File: src/hw/rtl/tgov_pkg.sv
`default_nettype none
// ----------------------------------------------------------------------------
// Thermal energy action governor package
// Shared constants, register indexes and reset values of the governor.
// ----------------------------------------------------------------------------
package tgov_pkg;

   localparam int unsigned QUO_W         = 15;
   localparam int unsigned HEAT_DIV_W    = 16;
   localparam int unsigned ENERGY_DIV_W  = 24;
   localparam int unsigned NEXT_HEAT_W   = 23;

   localparam logic [23:0] CHARGE_FULL   = 24'd8388608;
   localparam logic [18:0] SLACK         = 19'd33;

   localparam logic [15:0] ONE_Q15       = 16'd32768;
   localparam logic [15:0] HEAT_GATE     = 16'd9830;
   localparam logic [15:0] ENERGY_MID    = 16'd16384;
   localparam logic [15:0] ENERGY_HIGH   = 16'd26214;
   localparam logic [15:0] SHADE_BOOST   = 16'd6554;
   localparam logic [15:0] SHADE_MIN     = 16'd9830;
   localparam logic [15:0] MIST_HALF     = 16'd16384;

   localparam logic [15:0] SAFE_TEMPERATURE_RESET = 16'd8960;
   localparam logic [15:0] HARM_TEMPERATURE_RESET = 16'd11520;
   localparam logic [23:0] CHARGE_MINIMUM_RESET   = 24'd1677722;
   localparam logic [15:0] HEAT_WEIGHT_RESET      = 16'd9830;
   localparam logic [15:0] ENERGY_WEIGHT_RESET    = 16'd9830;
   localparam logic [16:0] RISK_CEILING_RESET     = 17'd9830;
   localparam logic [31:0] SHADE_DRAIN_RESET      = 32'd3579139;
   localparam logic [31:0] MIST_DRAIN_RESET       = 32'd14316558;

   typedef enum logic [2:0] {
      CSR_SAFE_TEMPERATURE = 3'd0,
      CSR_HARM_TEMPERATURE = 3'd1,
      CSR_CHARGE_MINIMUM   = 3'd2,
      CSR_HEAT_WEIGHT      = 3'd3,
      CSR_ENERGY_WEIGHT    = 3'd4,
      CSR_RISK_CEILING     = 3'd5,
      CSR_SHADE_DRAIN      = 3'd6,
      CSR_MIST_DRAIN       = 3'd7
   } csr_index_type;

endpackage
`default_nettype wire

File: src/hw/rtl/tgov_div.sv
`default_nettype none
// ----------------------------------------------------------------------------
// Governor pipelined divider
// Restoring fraction divider, one quotient bit per register stage. The
// dividend must be below the divisor; the result is floor(num * 2^QW / den).
// ----------------------------------------------------------------------------
module tgov_div #(
   parameter int unsigned W  = tgov_pkg::HEAT_DIV_W,
   parameter int unsigned QW = tgov_pkg::QUO_W
) (
   input  wire logic          clock,
   input  wire logic          en,
   input  wire logic [W-1:0]  num,
   input  wire logic [W-1:0]  den,
   output logic      [QW-1:0] quo
);

   logic [W-1:0]  rem_ff [QW];
   logic [W-1:0]  den_ff [QW];
   logic [QW-1:0] quo_ff [QW];

   for (genvar k = 0; k < QW; k++) begin : g_step
      logic [W-1:0]  rem_src;
      logic [W-1:0]  den_src;
      logic [QW-1:0] quo_src;
      logic [W:0]    shifted;
      logic [W:0]    diff;
      logic          ge;
      logic [W-1:0]  rem_in;
      logic [QW-1:0] quo_in;

      if (k == 0) begin : g_first
         assign rem_src = num;
         assign den_src = den;
         assign quo_src = '0;
      end else begin : g_next
         assign rem_src = rem_ff[k-1];
         assign den_src = den_ff[k-1];
         assign quo_src = quo_ff[k-1];
      end

      assign shifted = {rem_src, 1'b0};
      assign diff    = shifted - {1'b0, den_src};
      assign ge      = shifted >= {1'b0, den_src};
      assign rem_in  = ge ? diff[W-1:0] : shifted[W-1:0];
      assign quo_in  = {quo_src[QW-2:0], ge};

      always_ff @(posedge clock) begin
         if (en) begin
            rem_ff[k] <= rem_in;
            den_ff[k] <= den_src;
            quo_ff[k] <= quo_in;
         end
      end
   end

   assign quo = quo_ff[QW-1];

endmodule
`default_nettype wire

File: config.mk
export PLATFORM = sky130hd
export DESIGN_NAME = tgov_div
export DESIGN_NICKNAME = d
export VERILOG_FILES = /design/src/hw/rtl/tgov_pkg.sv /design/src/hw/rtl/tgov_div.sv
export SDC_FILE = /design/constraint.sdc
export NUM_CORES = 1
export LEC_CHECK = 0
export ABC_AREA = 1
export BUFFER_PORTS_ARGS = -buffer_cell sky130_fd_sc_hd__buf_2
export CAP_MARGIN = 0
export CORE_AREA = 4 4 324 231
export DETAILED_ROUTE_END_ITERATION = 8
export DIE_AREA = 0 0 328 235
export PLACE_DENSITY = 0.65
export SETUP_SLACK_MARGIN = 0.1
export SYNTH_ARGS = -nofsm -noshare
export SYNTH_HDL_FRONTEND = slang
export SYNTH_SLANG_ARGS = --single-unit
File: constraint.sdc
create_clock -name clock -period 2.1 [get_ports clock]
set_input_delay 0.105 -clock clock [delete_from_list [all_inputs] [get_ports clock]]
set_output_delay 0.105 -clock clock [all_outputs]
set_load 0.03 [all_outputs]
==> results of run 1 <==
## final timing paths
| check | endpoint | slack, ns | cells after the start | from |
|---|---|---|---|---|
| max | rem_ff[0][79]$_DFFE_PP_ | -0.08 | 9 | rem_ff[0][61]$_DFFE_PP_ |
| min | den_ff[0][12]$_DFFE_PP_ | 0.19 | 2 | den[12] |
| max reg2reg | rem_ff[0][79]$_DFFE_PP_ | -0.08 | 9 | rem_ff[0][61]$_DFFE_PP_ |
| min reg2reg | quo_ff[1][69]$_DFFE_PP_ | 0.42 | 0 | quo_ff[1][53]$_DFFE_PP_ |
## what timing repair did
action	CTS	global route
hold buffers	32	0
setup buffers	110	123
endpoints found under the hold margin	52	0
gates cloned	9	14
setup endpoints to repair	214	217
resized for setup	514	712
pin swaps	141	259
## through the flow
| stage | hold WS [ns] | power, mW |
|---|---|---|
| final | 0.187 | 75.2 |
| after CTS | 0.159 | 66.6 |
| after floorplan | 0.204 | 36.0 |
| after global routing | 0.191 | 79.2 |
| after detailed placement | 0.298 | 50.1 |
| after global placement | 0.301 | 49.9 |
## sequential cells by signal, indices dropped and copies added, names as in the netlist
register / cells
den_ff: 224
quo_ff: 120
rem_ff: 224
## power groups by stage
stage / Clock (mW) / Combinational, mW / Sequential (mW)
2_1_floorplan: 0 / 18.5 / 17.5
3_3_place_gp: 0 / 31.0 / 18.9
3_5_place_dp: 0 / 31.2 / 18.9
4_1_cts: 10.8 / 36.6 / 19.2
5_1_grt: 11.4 / 48.3 / 19.5
6_report: 10.7 / 45.0 / 19.5
## per-layer routing
layer	routed length (um)	part of all wire (%)	vias up
li1	-	-	15605
met1	58600	48	15440
met2	44700	36	1698
met3	17400	14	150
met4	1860	1.5	2
met5	12	0.0098	-
## logic make-up after synthesis
kind of cell	count (synthesis)
adders and majority gates	253
DFF	568
AOI/OAI and AO/OA	164
xor gates and xnor gates	98
buffers and inverters	843
and+or+nand+nor	2342
## critical path, cell delays in order, from the launching register on
cell	delay, ns
sky130_fd_sc_hd__edfxtp_1	0.47
sky130_fd_sc_hd__ha_1	0.44
sky130_fd_sc_hd__buf_4	0.14
sky130_fd_sc_hd__nand4_1	0.14
sky130_fd_sc_hd__nor3_4	0.22
sky130_fd_sc_hd__nor2_4	0.07
sky130_fd_sc_hd__nand2_8	0.13
sky130_fd_sc_hd__clkinv_8	0.12
sky130_fd_sc_hd__nand2_2	0.10
sky130_fd_sc_hd__nand2_2	0.09
## final cells by class
class / instances / area, um^2
clock inverter: 40 / 448
clock buffer: 67 / 1490
sequential: 568 / 17100
tap: 966 / 1210
timing repair buffer: 969 / 7930
fill: 5012 / 19600
antenna: 1 / 2.50
timing repair inverter: 10 / 118
multi-input combinational: 2864 / 20300
inverter: 800 / 3140
## cell usage in the layout (no fill, tap or decap), types with 66 or more instances in the layout
cell type,instances
sky130_fd_sc_hd__nand2_1,1202
sky130_fd_sc_hd__buf_4,802
sky130_fd_sc_hd__inv_1,677
sky130_fd_sc_hd__edfxtp_1,568
sky130_fd_sc_hd__nand2_2,330
sky130_fd_sc_hd__ha_4,181
sky130_fd_sc_hd__nand3_1,175
sky130_fd_sc_hd__a21oi_1,122
sky130_fd_sc_hd__nor2_1,117
sky130_fd_sc_hd__nand2_4,110
sky130_fd_sc_hd__inv_2,107
sky130_fd_sc_hd__nand4_1,67
sky130_fd_sc_hd__xor2_1,67
sky130_fd_sc_hd__nand3_2,66
==> results.py, run 1 <==
metrics = {
    "sta": {
        "hold_violation_count_in_the_final_report": 0,
        "slew_viol_final": 0,
        "finalWorstSetupSlack_ns": -0.0831,
        "rsz0062_at_grt": "true",
        "finalSetupTns_ns": -1.66,
        "final_critical_period_ns": 2.18,
        "achievable_frequency_ghz": 0.458,
        "clock_skew_ns": 0.0259,
        "setup_viol_count_final": 45,
        "relSlewSlack_pct": 59.8,
        "post-route-period-util_pct": 104,
        "tightestPinTransition_ns": 0.603,
    },
    "placed_design": {
        "gp_congestion": 0.964,
        "pre_cts_ws_ns": -0.208,
        "place.detailed.hpwl_um": 86500,
        "placed_cells": 5890,
        "port_buffers": 48,
        "dpl-instance-area_um2": 41700,
    },
    "synthesis": {
        "ys_top_cells_by_area": "sky130_fd_sc_hd__edfxtp_1 48%, sky130_fd_sc_hd__nand2_1 17%, sky130_fd_sc_hd__ha_1 8.4%",
        "yosys.cell_types.count": 33,
        "ys_ff_latch": 568,
        "seq_area_frac_synth_pct": 47.9,
        "synth-main-ff-cell": "sky130_fd_sc_hd__edfxtp_1",
        "synthesis.area_per_instance_um2": 8.34,
        "synth_compound_area_share_pct": 2.33,
        "mappedNetlistArea_um2": 35600,
        "synth-simple-area-share_pct": 28.6,
        "syn_nets": 4555,
        "synth_top_family_by_area": "simple AND/OR/NAND/NOR gates",
        "synth_enable_flop_cells": 568,
        "yosys.area_share.xor_xnor_pct": 2.41,
        "synth_top_area_cell": "sky130_fd_sc_hd__edfxtp_1",
        "synth_adder_area_share_pct": 9.19,
        "synth_mux_area_share_pct": 0,
        "synth_cells": 4268,
        "synth_async_sr_flop_share_pct": 0,
        "yosys_warnings": 0,
        "most_common_cell_in_the_netlist": "sky130_fd_sc_hd__nand2_1",
        "synth.top_cell.area_share_pct": 47.9,
        "synth.top_cells.by_count": "1610 x sky130_fd_sc_hd__nand2_1, 784 x sky130_fd_sc_hd__inv_1, 568 x sky130_fd_sc_hd__edfxtp_1",
    },
    "floorplan": {
        "die_w_um": 328,
        "io_pins": 49,
        "die_area_um2": 77100,
        "initial_core_util_pct": 49.9,
        "fp-row-count": 82,
        "core_um2": 71300,
        "die_height_um": 235,
    },
    "clock_tree": {
        "clkSlewWorstSetupHoldPaths_ns": 0.06,
        "cts_buffers": 58,
        "clk_path_buf_depth": 3,
        "clock_insertion_delay_worst_skew_ns": 0.66,
        "ctsRootBufferMaster": "sky130_fd_sc_hd__clkbuf_16",
        "clock_tree_from_tritoncts": "built",
        "ctsHtreeMaxLevel": 2,
        "tritoncts_num_sinks": 568,
    },
    "global_routing": {
        "globalRouteMet2Util_pct": 34.7,
        "grt_max_degree": 100,
        "globalRouteTotalUtil_pct": 29.3,
        "global_route.peak_usage_layer": "met1",
        "globalRouteMet3Util_pct": 9.36,
        "initial_antenna_violation_count": 3,
        "grt_first_pass_wirelength_um": 173000,
        "via_count_of_the_first_global_routing_pass": 29028,
        "grt_overflow": 0,
        "met1_usage_pct": 50.2,
    },
    "worst_setup_path": {
        "worstPathRequired_ns": 2.49,
        "cp.arrival_ns": 2.57,
        "endpoint_kind": "register",
        "crit_path_max_fanout": 8,
        "setup_cp_type": "register to register",
        "critical_path.startpoint_type": "register",
    },
    "routing": {
        "vias_per_cell": 5.23,
        "route.detailed.drc": 0,
        "antenna_left": 0,
        "vias": 32895,
        "detailedRoute.firstIterationViolations": 3847,
        "detail_route.first_pass.iterations": 6,
        "wl_per_cell_um": 19.5,
        "route.final.wire_length_um": 123000,
    },
    "status": {
        "violations_in_the_final_reports": "setup timing",
        "outcome": "finished with violations",
    },
    "cells_and_area": {
        "finish.utilization_pct": 72.5,
        "layout-area-overhead-vs-synth_pct": 45.3,
        "design.final.nets": 5558,
        "final_instance_area_um2": 51700,
        "post_layout_nonfiller_instances": 6285,
        "layout_cells_sized_above_1_pct": 38.8,
    },
    "power_and_ir_drop": {
        "power.sequential.fraction_pct": 25.9,
        "power_frac_comb_pct": 59.9,
        "worst_ir_drop_on_vdd_mv": 0.783,
        "internal_dissipation_mw": 42.8,
        "pwr-share-clk_pct": 14.3,
        "net-switching-power_mw": 32.3,
        "p_per_area_nw_per_um2": 1450,
        "power.static_leakage_nw": 24.8,
        "power.share.switching_pct": 43.0,
    },
    "hold_path": {
        "path_category_of_the_worst_min_delay_check": "input port to register",
    },
    "flow_run": {
        "cap_violations": 0,
    },
}
(Power assumes the default switching activity.)
==> inputs of run 2 (changes only) <==
--- a/config.mk
+++ b/config.mk
@@ -6,12 +6,12 @@
 export NUM_CORES = 1
 export LEC_CHECK = 0
 export ABC_AREA = 1
-export BUFFER_PORTS_ARGS = -buffer_cell sky130_fd_sc_hd__buf_2
 export CAP_MARGIN = 0
 export CORE_AREA = 4 4 324 231
 export DETAILED_ROUTE_END_ITERATION = 8
 export DIE_AREA = 0 0 328 235
-export PLACE_DENSITY = 0.65
+export DONT_BUFFER_PORTS = 1
+export GPL_TIMING_DRIVEN = 0
 export SETUP_SLACK_MARGIN = 0.1
 export SYNTH_ARGS = -nofsm -noshare
 export SYNTH_HDL_FRONTEND = slang
==> run 2 against run 1 <==
  * Largest cell class unchanged
  * The run ends with hold timing, slew limit, setup timing left
  * Combinational power fell by 2%
  * Clock power shrank 5%
  * Worst hold slack got worse by 0.40 ns
  * Setup slack got worse by 0.092 ns
  * Highest routed layer is now met4
  * Count of clock-buffer cells in the layout is 5 lower
  * Global-route usage is 1.7 points lower
  * Fmax shrank 4.0%
  * Critical endpoint is now rem_ff[0][94]$_DFFE_PP_
  * Critical path depth rose by 3
  * Cell count down 7.0%
  * Power down 1.5%
  * Sequential share of layout area increased by 1.4 points
  * Routed wire length fell by 7.4%
==> results.py, run 2 (synthesis gave the netlist of run 1 again) <==
metrics = {
    "routing": {
        "wl_per_cell_um": 19.4,
        "detail_route.first_pass.iterations": 6,
        "route.final.wire_length_um": 113000,
        "antenna_left": 0,
        "vias": 31069,
        "detailedRoute.firstIterationViolations": 3802,
        "vias_per_cell": 5.32,
        "route.detailed.drc": 0,
    },
    "cells_and_area": {
        "layout-area-overhead-vs-synth_pct": 39.2,
        "layout_top_registers": "den_ff (224), rem_ff (224), quo_ff (120)",
        "layout_cells_sized_above_1_pct": 35.4,
        "design.final.nets": 5121,
        "antenna_cells": 0,
        "layout.cells.most_common_list": "1082 x sky130_fd_sc_hd__nand2_1, 688 x sky130_fd_sc_hd__inv_1, 568 x sky130_fd_sc_hd__edfxtp_1, 387 x sky130_fd_sc_hd__nand2_2, 376 x sky130_fd_sc_hd__buf_4",
        "layout.cells.most_common": "sky130_fd_sc_hd__nand2_1",
        "final_instance_area_um2": 49500,
    },
    "global_routing": {
        "globalRouteTotalUtil_pct": 27.6,
        "grt_first_pass_wirelength_um": 163000,
        "grt_max_degree": 569,
        "via_count_of_the_first_global_routing_pass": 27673,
        "initial_antenna_violation_count": 6,
        "grt_overflow": 0,
    },
    "placed_design": {
        "port_buffers": 0,
        "place.detailed.hpwl_um": 75300,
        "dpl-instance-area_um2": 36800,
        "gp_congestion": 0.942,
    },
    "power_and_ir_drop": {
        "p_per_area_nw_per_um2": 1490,
        "worst_ir_drop_on_vdd_mv": 0.918,
        "power.static_leakage_nw": 23.3,
        "power_mw": 74.0,
    },
    "clock_tree": {
        "ctsRootBufferMaster": "sky130_fd_sc_hd__clkbuf_16",
        "clk_path_buf_depth": 3,
        "clkSlewWorstSetupHoldPaths_ns": 0.07,
        "clock_tree_from_tritoncts": "built",
        "clock_insertion_delay_worst_skew_ns": 0.66,
        "ctsHtreeMaxLevel": 2,
        "tritoncts_num_sinks": 568,
        "postCtsHoldBufs": 31,
        "cts_buffers": 56,
    },
    "sta": {
        "post-route-period-util_pct": 108,
        "slew_viol_final": 313,
        "finalWorstSetupSlack_ns": -0.175,
        "finalSetupTns_ns": -8.38,
        "tightestPinTransition_ns": 2.39,
        "final_critical_period_ns": 2.27,
        "hold_violation_count_in_the_final_report": 10,
        "rsz0062_at_grt": "true",
        "achievable_frequency_ghz": 0.440,
        "clock_skew_ns": 0.0474,
        "relSlewSlack_pct": -59.4,
        "hold_slack_ns": -0.215,
        "setup_viol_count_final": 144,
    },
    "floorplan": {
        "initial_core_util_pct": 49.9,
        "die_w_um": 328,
        "die_height_um": 235,
        "fp-row-count": 82,
        "die_area_um2": 77100,
        "core_um2": 71300,
        "io_pins": 49,
    },
    "hold_path": {
        "worstHoldPathCells": 0,
        "min_from": "en",
        "path_category_of_the_worst_min_delay_check": "input port to register",
    },
    "flow_run": {
        "cap_violations": 0,
    },
    "worst_setup_path": {
        "cp.arrival_ns": 2.64,
        "rr_startpoint": "den_ff[0][68]$_DFFE_PP_",
        "critical_path.startpoint_type": "register",
        "setup_cp_type": "register to register",
        "worstPathRequired_ns": 2.46,
        "worst_setup_path_startpoint": "den_ff[0][68]$_DFFE_PP_",
        "endpoint_kind": "register",
        "crit_path_max_fanout": 7,
        "worst_r2r_path_depth": 12,
    },
    "status": {
        "violations_in_the_final_reports": "hold timing, slew limit, setup timing",
        "outcome": "finished with violations",
    },
}
run 2: metal layers:
metal,global-route usage [%],share of wire [%],up-vias
met5,0,0,-
met4,4.72,1.5,0
met3,7.69,12,132
met2,34.2,38,1392
met1,46.7,48,14832
li1,-,-,14713
run 2: per-stage QoR:
| stage | util [%] | hold slack (ns) | cells | setup WS (ns) |
|---|---|---|---|---|
| finish | 69.5 | -0.215 | 5844 | -0.175 |
| CTS | 65.6 | -0.302 | 5722 | -0.0889 |
| floorplan | - | 0.204 | 4268 | 0.262 |
| global route | 69.5 | -0.299 | 5844 | -0.225 |
| detailed placement | 51.6 | 0.204 | 5234 | -0.435 |
| global placement | 51.6 | 0.204 | 5234 | -0.507 |
run 2: critical path: stages, from the launching register on:
cell and delay, ns:
sky130_fd_sc_hd__edfxtp_1 0.51, sky130_fd_sc_hd__inv_2 0.10, sky130_fd_sc_hd__ha_4 0.34, sky130_fd_sc_hd__nand2_4 0.07
sky130_fd_sc_hd__nor2_4 0.11, sky130_fd_sc_hd__nand2_2 0.09, sky130_fd_sc_hd__nor3_4 0.22, sky130_fd_sc_hd__nor2_4 0.08
sky130_fd_sc_hd__nand2_8 0.12, sky130_fd_sc_hd__inv_8 0.06, sky130_fd_sc_hd__buf_12 0.14, sky130_fd_sc_hd__nand2_4 0.06
sky130_fd_sc_hd__nand2_4 0.08
run 2: worst paths after layout:
kind | endpoint | slack (ns)
min | den_ff[0][95]$_DFFE_PP_ | -0.21
max reg2reg | rem_ff[0][94]$_DFFE_PP_ | -0.17
min reg2reg | quo_ff[0][108]$_DFFE_PP_ | 0.42
max | rem_ff[0][94]$_DFFE_PP_ | -0.17
run 2: timing repair:
action	4_1_cts	5_1_grt
hold endpoints to repair	500	374
setup endpoints to repair	220	221
gates cloned	23	4
setup buffers	338	129
resized for setup	1043	471
pin swaps	316	203
run 2: layout make-up:
class | instances | area, um^2
inverter | 800 | 3120
timing repair buffer | 508 | 4740
multi-input combinational | 2858 | 21000
clock inverter | 40 | 397
buffer | 42 | 636
sequential | 568 | 17100
tap | 966 | 1210
fill | 5236 | 21800
clock buffer | 62 | 1420
run 2: report_power, final:
| part | switching [mW] | internal (mW) | total (mW) |
|---|---|---|---|
| clock | 4.54 | 5.64 | 10.2 |
| sequential | 3.02 | 16.5 | 19.5 |
| combinational | 24.8 | 19.5 | 44.3 |
| total | 32.4 | 41.6 | 74.0 |
